==> config.mk <==
export PLATFORM = sky130hd
export DESIGN_NAME = nearest_cache_delta_encoder_unit
export DESIGN_NICKNAME = d
export VERILOG_FILES = /design/src/rtl/nced_pkg.sv /design/src/rtl/nced_match.sv /design/src/rtl/nced_list.sv /design/src/rtl/nearest_cache_delta_encoder_unit.sv
export SDC_FILE = /design/constraint.sdc
export NUM_CORES = 1
export LEC_CHECK = 0
export BUFFER_PORTS_ARGS = -buffer_cell sky130_fd_sc_hd__clkbuf_2
export CAP_MARGIN = 20
export CORE_ASPECT_RATIO = 1.75
export CORE_MARGIN = 2
export CORE_UTILIZATION = 65
export CTS_CLUSTER_DIAMETER = 100
export DETAILED_ROUTE_END_ITERATION = 10
export HOLD_SLACK_MARGIN = 0.1
export PLACE_DENSITY = 0.94
export RECOVER_POWER = 50
export REMOVE_ABC_BUFFERS = 1
export SLEW_MARGIN = 20
export SYNTH_ARGS = -nofsm -noshare
export SYNTH_HDL_FRONTEND = slang
export SYNTH_HIERARCHICAL = 1
export SYNTH_SLANG_ARGS = --single-unit
==> constraint.sdc <==
create_clock -name clk_i -period 21.5 [get_ports clk_i]
set_input_delay 2.15 -clock clk_i [delete_from_list [all_inputs] [get_ports clk_i]]
set_output_delay 2.15 -clock clk_i [all_outputs]
set_load 0.05 [all_outputs]
==> src/rtl/nced_pkg.sv <==
// Shared constants for the nearest-cache delta encoder.
// No dependencies; imported by every module of the block and by its checker.
package nced_pkg;

  // Result code width and its byte-padded stream width.
  localparam int unsigned CODE_BITS    = 22;
  localparam int unsigned M_TDATA_BITS = ((CODE_BITS + 7) / 8) * 8;

  // Copy codes reserve this many index slots, whatever the list depth.
  localparam int unsigned INDEX_SLOTS  = 8;
  // Shift that multiplies the delta/sign term by 2*INDEX_SLOTS.
  localparam int unsigned SLOT_SHIFT   = $clog2(2 * INDEX_SLOTS);

endpackage

==> src/rtl/nced_match.sv <==
// Per-entry copy-code lanes and the minimum-select tree over them.
// Depends on nced_pkg.
module nced_match #(
  parameter int unsigned LIST_DEPTH  = 8,
  parameter int unsigned SAMPLE_BITS = 16,
  parameter int unsigned IDX_BITS    = (LIST_DEPTH > 1) ? $clog2(LIST_DEPTH) : 1,
  parameter int unsigned FILL_BITS   = $clog2(LIST_DEPTH + 1),
  parameter int unsigned CCODE_BITS  = SAMPLE_BITS + 6
) (
  input  logic [SAMPLE_BITS-1:0]                 sample_i,
  input  logic [LIST_DEPTH-1:0][SAMPLE_BITS-1:0] entries_i,
  input  logic [FILL_BITS-1:0]                   fill_i,
  output logic                                   best_valid_o,
  output logic [CCODE_BITS-1:0]                  best_code_o,
  output logic [IDX_BITS-1:0]                    best_pos_o
);
  import nced_pkg::*;

  localparam int unsigned LEAVES = 1 << IDX_BITS;
  localparam int unsigned NODES  = 2 * LEAVES - 1;

  typedef struct packed {
    logic                  valid;
    logic [CCODE_BITS-1:0] code;
    logic [IDX_BITS-1:0]   pos;
  } cand_t;

  logic [LIST_DEPTH-1:0][CCODE_BITS-1:0] lane_code;
  cand_t                                 node [NODES];

  for (genvar j = 0; j < LIST_DEPTH; j++) begin : g_lane
    logic signed [SAMPLE_BITS:0] diff;
    logic [SAMPLE_BITS:0]        mag_full;
    logic                        sgn;

    assign diff     = $signed({sample_i[SAMPLE_BITS-1], sample_i})
                    - $signed({entries_i[j][SAMPLE_BITS-1], entries_i[j]});
    assign mag_full = diff[SAMPLE_BITS] ? (-diff) : diff;
    // Sign set when the sample lies above the entry.
    assign sgn      = !diff[SAMPLE_BITS] && (diff != '0);
    assign lane_code[j] = (CCODE_BITS'({mag_full[SAMPLE_BITS-1:0], sgn}) << SLOT_SHIFT)
                        + CCODE_BITS'(2 * j + 1);
  end

  // Heap-ordered tree: leaves at LEAVES-1 upward, the lower index wins a tie.
  always_comb begin
    for (int k = 0; k < LEAVES; k++) begin
      if (k < LIST_DEPTH) begin
        node[LEAVES-1+k].valid = (FILL_BITS'(k) < fill_i);
        node[LEAVES-1+k].code  = lane_code[k];
      end else begin
        node[LEAVES-1+k].valid = 1'b0;
        node[LEAVES-1+k].code  = '0;
      end
      node[LEAVES-1+k].pos = IDX_BITS'(k);
    end
    for (int k = LEAVES - 2; k >= 0; k--) begin
      if (node[2*k+1].valid &&
          (!node[2*k+2].valid || (node[2*k+1].code <= node[2*k+2].code))) begin
        node[k] = node[2*k+1];
      end else begin
        node[k] = node[2*k+2];
      end
    end
  end

  assign best_valid_o = node[0].valid;
  assign best_code_o  = node[0].code;
  assign best_pos_o   = node[0].pos;

endmodule

==> src/rtl/nced_list.sv <==
// Most-recent-first list of earlier samples and its fill count.
// Depends on nced_pkg.
module nced_list #(
  parameter int unsigned LIST_DEPTH  = 8,
  parameter int unsigned SAMPLE_BITS = 16,
  parameter int unsigned IDX_BITS    = (LIST_DEPTH > 1) ? $clog2(LIST_DEPTH) : 1,
  parameter int unsigned FILL_BITS   = $clog2(LIST_DEPTH + 1)
) (
  input  logic                                   clk_i,
  input  logic                                   rst_ni,
  input  logic                                   update_i,
  input  logic                                   start_i,
  input  logic [SAMPLE_BITS-1:0]                 sample_i,
  input  logic                                   copy_i,
  input  logic [IDX_BITS-1:0]                    pos_i,
  output logic [LIST_DEPTH-1:0][SAMPLE_BITS-1:0] entries_o,
  output logic [FILL_BITS-1:0]                   fill_o
);
  import nced_pkg::*;

  logic [LIST_DEPTH-1:0][SAMPLE_BITS-1:0] entries_q, entries_d;
  logic [FILL_BITS-1:0]                   fill_q, fill_d, fill_eff;

  // Start of block empties the list ahead of this sample.
  assign fill_eff = start_i ? '0 : fill_q;
  assign fill_d   = (fill_eff == FILL_BITS'(LIST_DEPTH)) ? fill_eff
                                                         : fill_eff + FILL_BITS'(1);

  // Move the matched entry up, then push the sample in front.
  assign entries_d[0] = sample_i;
  for (genvar i = 1; i < LIST_DEPTH; i++) begin : g_shift
    if (i == 1) begin : g_second
      assign entries_d[i] = copy_i ? entries_q[pos_i] : entries_q[0];
    end else begin : g_rest
      assign entries_d[i] = (copy_i && (IDX_BITS'(i - 1) <= pos_i)) ? entries_q[i-2]
                                                                   : entries_q[i-1];
    end
  end

  always_ff @(posedge clk_i) begin
    if (update_i) begin
      entries_q <= entries_d;
    end
  end

  always_ff @(posedge clk_i or negedge rst_ni) begin
    if (!rst_ni) begin
      fill_q <= '0;
    end else if (update_i) begin
      fill_q <= fill_d;
    end
  end

  assign entries_o = entries_q;
  assign fill_o    = fill_eff;

endmodule

==> src/rtl/nearest_cache_delta_encoder_unit.sv <==
// A request taken into the input register is encoded into the result register when unstalled.
// Throughput: one sample per cycle unless the output stalls; the list compare, minimum
// tree and list update form a single pass between the input register and the result register.
// Stalls on the result side back up through the input register to s_axis_tready_o.
// Reset clears both valid flags and the fill count; list entries are not reset.
// Depends on nced_pkg, nced_list, nced_match.
module nearest_cache_delta_encoder_unit #(
  parameter int unsigned LIST_DEPTH  = 8,
  parameter int unsigned SAMPLE_BITS = 16
) (
  input  logic                                  clk_i,
  input  logic                                  rst_ni,
  input  logic                                  s_axis_tvalid_i,
  output logic                                  s_axis_tready_o,
  input  logic [((SAMPLE_BITS+7)/8)*8-1:0]      s_axis_tdata_i,  // sample
  input  logic                                  s_axis_tuser_i,  // start_of_block
  output logic                                  m_axis_tvalid_o,
  input  logic                                  m_axis_tready_i,
  output logic [nced_pkg::M_TDATA_BITS-1:0]     m_axis_tdata_o,  // code
  output logic                                  m_axis_tuser_o   // is_copy
);
  import nced_pkg::*;

  localparam int unsigned IDX_BITS   = (LIST_DEPTH > 1) ? $clog2(LIST_DEPTH) : 1;
  localparam int unsigned FILL_BITS  = $clog2(LIST_DEPTH + 1);
  localparam int unsigned CCODE_BITS = SAMPLE_BITS + 6;

  logic                                   in_valid_q, in_valid_d;
  logic [SAMPLE_BITS-1:0]                 sample_q;
  logic                                   start_q;
  logic                                   out_valid_q, out_valid_d;
  logic [CODE_BITS-1:0]                   code_q, code_d;
  logic                                   copy_q;

  logic                                   s_accept, advance, fire;
  logic [LIST_DEPTH-1:0][SAMPLE_BITS-1:0] entries;
  logic [FILL_BITS-1:0]                   fill;
  logic                                   best_valid;
  logic [CCODE_BITS-1:0]                  best_code;
  logic [IDX_BITS-1:0]                    best_pos;
  logic [SAMPLE_BITS:0]                   literal;
  logic                                   copy_d;

  assign advance         = !out_valid_q || m_axis_tready_i;
  assign fire            = in_valid_q && advance;
  assign s_axis_tready_o = !in_valid_q || advance;
  assign s_accept        = s_axis_tvalid_i && s_axis_tready_o;

  nced_list #(
    .LIST_DEPTH  (LIST_DEPTH),
    .SAMPLE_BITS (SAMPLE_BITS),
    .IDX_BITS    (IDX_BITS),
    .FILL_BITS   (FILL_BITS)
  ) u_list (
    .clk_i     (clk_i),
    .rst_ni    (rst_ni),
    .update_i  (fire),
    .start_i   (start_q),
    .sample_i  (sample_q),
    .copy_i    (copy_d),
    .pos_i     (best_pos),
    .entries_o (entries),
    .fill_o    (fill)
  );

  nced_match #(
    .LIST_DEPTH  (LIST_DEPTH),
    .SAMPLE_BITS (SAMPLE_BITS),
    .IDX_BITS    (IDX_BITS),
    .FILL_BITS   (FILL_BITS),
    .CCODE_BITS  (CCODE_BITS)
  ) u_match (
    .sample_i     (sample_q),
    .entries_i    (entries),
    .fill_i       (fill),
    .best_valid_o (best_valid),
    .best_code_o  (best_code),
    .best_pos_o   (best_pos)
  );

  // Literal and copy codes differ in parity; a negative literal always wins.
  assign literal = {sample_q, 1'b0};
  assign copy_d  = best_valid && !literal[SAMPLE_BITS]
                && (best_code < CCODE_BITS'(literal));
  assign code_d  = copy_d ? CODE_BITS'(best_code) : CODE_BITS'($signed(literal));

  assign in_valid_d  = s_accept ? 1'b1 : (fire ? 1'b0 : in_valid_q);
  assign out_valid_d = fire ? 1'b1 : (m_axis_tready_i ? 1'b0 : out_valid_q);

  always_ff @(posedge clk_i or negedge rst_ni) begin
    if (!rst_ni) begin
      in_valid_q  <= 1'b0;
      out_valid_q <= 1'b0;
    end else begin
      in_valid_q  <= in_valid_d;
      out_valid_q <= out_valid_d;
    end
  end

  always_ff @(posedge clk_i) begin
    if (s_accept) begin
      sample_q <= s_axis_tdata_i[SAMPLE_BITS-1:0];
      start_q  <= s_axis_tuser_i;
    end
    if (fire) begin
      code_q <= code_d;
      copy_q <= copy_d;
    end
  end

  assign m_axis_tvalid_o = out_valid_q;
  assign m_axis_tdata_o  = {{(M_TDATA_BITS - CODE_BITS){1'b0}}, code_q};
  assign m_axis_tuser_o  = copy_q;

endmodule

==> impl_metrics.tcl <==
set metrics [dict create \
    numCtsBuffers 17 \
    grt_max_degree 78 \
    grt-ovfl-total 0 \
    cts_setup_buffers 0 \
    slew_viol_final 172 \
    cap_violations 5 \
    arrival_ns 17.56 \
    tightest_slew_ns 4.10 \
    syn_to_final_growth_pct 4.22 \
    met1_usage_pct 41.7 \
    worst-path-buf-inv 6 \
    grt_pass1_wl_um 122000 \
    ctsResizeCount 0 \
    io_buffers 45 \
    clock_latency_ns 0.44 \
    ys.flop_type "edfxtp_1" \
    met3_usage_pct 10.3 \
    postCtsHoldBufs 0 \
    setup_viol_count_final 0 \
    violations "capacitance limit, slew limit" \
    io_pins 48 \
    fin_nets 2944 \
    yosysWarnings 6 \
    crit_fanout 54 \
    clock.fmax_ghz 0.0576 \
    powerDensity_mw_per_mm2 148 \
    cp-end-kind "register" \
    drtPass1Iterations 8 \
    core_sq_mm 0.0352 \
    synth.area.top_cells "edfxtp_1 (22%), ha_1 (14%), mux2i_1 (6.1%), mux2_2 (5.5%), inv_1 (4.9%)" \
    peakVddDrop_mv 0.182 \
    p_leak_nw 10.7 \
    root_buffer "clkbuf_16" \
    clkPwrFrac_pct 9.0 \
    seqPwrFrac_pct 13.5 \
    antenna_found_initial 2 \
    synth_area_sq_mm 0.0231 \
    ctsHtreeMaxLevel 4 \
    drt-total-wl_um 81700 \
    grtUsageMet2_pct 73.3 \
    fin_crit_sh_pct 80.8 \
    yosys.area.top_type "edfxtp_1" \
    grt_pass1_vias 21400 \
    p_comb_share_pct 77.5 \
    wl_per_cell_um 26.1 \
    slew_headroom_pct -174 \
    ys_seq_area_share_pct 22.5 \
    clk_pin_slew_worst_paths_ns 0.08 \
    cpLargestDelayFamily "compound AO/OA/AOI/OAI gates" \
    p_total_w 0.00357 \
    hold_path_class "reg -> reg" \
    final_antenna_net_count 0 \
    drive_gt1_share_pct 9.72 \
    dp_hpwl_um 62100 \
    via_count 21800 \
    busiest_layer "met2" \
    status "complete, but fails checks" \
    max_stage_delay_ns 1.03 \
    yosysUniqueCellTypes 115 \
    viasPerCell 6.97 \
    ys_ff_latch 174 \
    remaining_drc_errors 0 \
    die_w_um 147 \
    synth_top_area_share_pct 21.8 \
    crit_required_ns 21.70 \
    p_int_w 0.00165 \
    clock_sinks 174 \
    clock_skew_ns 0.0156 \
    drtIter0Drc 2172 \
    p_switching_w 0.00192 \
    cts_max_path_buffers 2 \
    row_count 91 \
    postSynth.asyncResetShare_pct 3.45 \
    fin_crit_ns 17.36 \
    cp-start-kind "register" \
    cts_tree "yes" \
    cpMaxStageDelayCell "clkbuf_1" \
    fp.dieArea_sq_mm 0.0372 \
    start_util_pct 65.7 \
    switching_share_pct 53.8 \
    setup_tns_ns 0 \
    synthCells 2658 \
    grt_usage_pct 43.2 \
    gp_congestion 1.07 \
    synth-edff-count 168 \
    fill_cells 2716 \
    syn_avg_cell_area_sq_um 8.70 \
    die_h_um 254 \
    hold_violations 0 \
    crit_path_frequent_cell "a21o_1" \
    holdWs_ns 0.577 \
    worstSetupPathType "reg -> reg" \
    rsz0062_at_grt "false" \
]
[cell usage after synthesis, drive strengths merged, types with 18 or more instances]
library cell,count
a211oi,25
a21o,66
a21oi,180
a31oi,31
and2,27
and3,18
buf,50
clkbuf,43
edfxtp,168
ha,263
inv,299
mux2,135
mux2i,148
nand2,124
nand2b,25
nand3,54
nand4,29
nor2,193
nor2b,45
nor3,50
o21a,34
o21ai,111
o22ai,18
o2bb2ai,18
o31ai,24
or2,20
or3,26
xnor2,100
xor2,82
[through the flow]
stage	cell area [sq um]	worst slack [ns]	std cells	util, %
2_1_floorplan	22600	4.98	2566	-
5_1_grt	24100	3.53	3130	68.5
3_3_place_gp	23600	6.17	3098	67.0
6_report	24100	4.14	3131	68.5
4_1_cts	24200	5.69	3130	68.8
3_5_place_dp	23600	5.74	3098	67.0
[flip-flops by register name, indices dropped and copies added (netlist names)]
register / flops
u_list/entries_o: 128
m_axis_tuser_o: 1
u_list/fill_q: 4
sample_q: 16
in_valid_q: 1
m_axis_tvalid_o: 1
start_q: 1
code_q: 22
[cells by family after synthesis]
logic type / Yosys count / synth area share [%]
buf+inv: 392 / 7.26
mux: 283 / 13.3
xor+xnor: 182 / 6.89
simple gates: 680 / 15.1
other cells: 3 / 0.0487
flops: 174 / 22.5
fa+ha+maj: 271 / 14.9
compound gates: 673 / 20.0
[cells in the final DEF (no fill, tap or decap), types with 23 or more instances in the layout]
cell type  instances
mux2i_1          138
a211oi_1          24
nand4_1           29
nor3_1            49
a21oi_1          179
o21a_1            33
edfxtp_1         168
inv_1            299
xor2_1            82
nand2b_1          25
mux2_2           113
and2_1            23
xnor2_1          100
or3_1             26
clkbuf_1          41
nand2_1          122
o21ai_0          104
nor2b_1           44
nand3_1           53
a21o_1            66
nor2_1           193
ha_1             263
a31oi_1           31
[worst paths after layout]
kind,start,endpoint,slack (ns),depth (start not counted)
setup / recovery,sample_q[1]$_DFFE_PP_,u_list/entries_o[105]$_DFFE_PP_,4.14,56
hold / removal,in_valid_q$_DFFE_PN0P_,m_axis_tvalid_o$_DFFE_PN0P_,0.58,1
setup reg to reg,sample_q[1]$_DFFE_PP_,u_list/entries_o[105]$_DFFE_PP_,4.14,56
hold reg to reg,in_valid_q$_DFFE_PN0P_,m_axis_tvalid_o$_DFFE_PN0P_,0.58,1
max in group asynchronous,rst_ni,u_list/fill_q[1]$_DFFE_PN0P_,19.69,1
min in group asynchronous,rst_ni,u_list/fill_q[3]$_DFFE_PN0P_,1.57,1
[power groups by stage]
stage	logic (W)	registers, W	clock network, W
2_1_floorplan	0.00196	0.000467	0
3_3_place_gp	0.00255	0.000474	0
3_5_place_dp	0.00263	0.000477	0
4_1_cts	0.00267	0.000470	0.000323
5_1_grt	0.00294	0.000482	0.000334
6_report	0.00276	0.000481	0.000323
[cell type report]
type                       instances  area (sq um)  share of cell area [%]
antenna                            1          2.50                  0.0104
clock buffer                      18           429                    1.78
clock inverter                    14           179                   0.742
inverter                         299          1120                    4.66
multi-input combinational       2093         16300                    67.6
sequential                       174          5190                    21.5
tap                              465           582                    2.41
timing repair buffer              67           312                    1.29
[per-layer routing]
layer,share of wire [%],routed length [um],up-vias
met4,13,10600,0
met5,0,0,-
met3,9.0,7330,530
li1,-,-,9732
met1,31,25500,10200
met2,47,38200,1405
(Power assumes the default switching activity.)
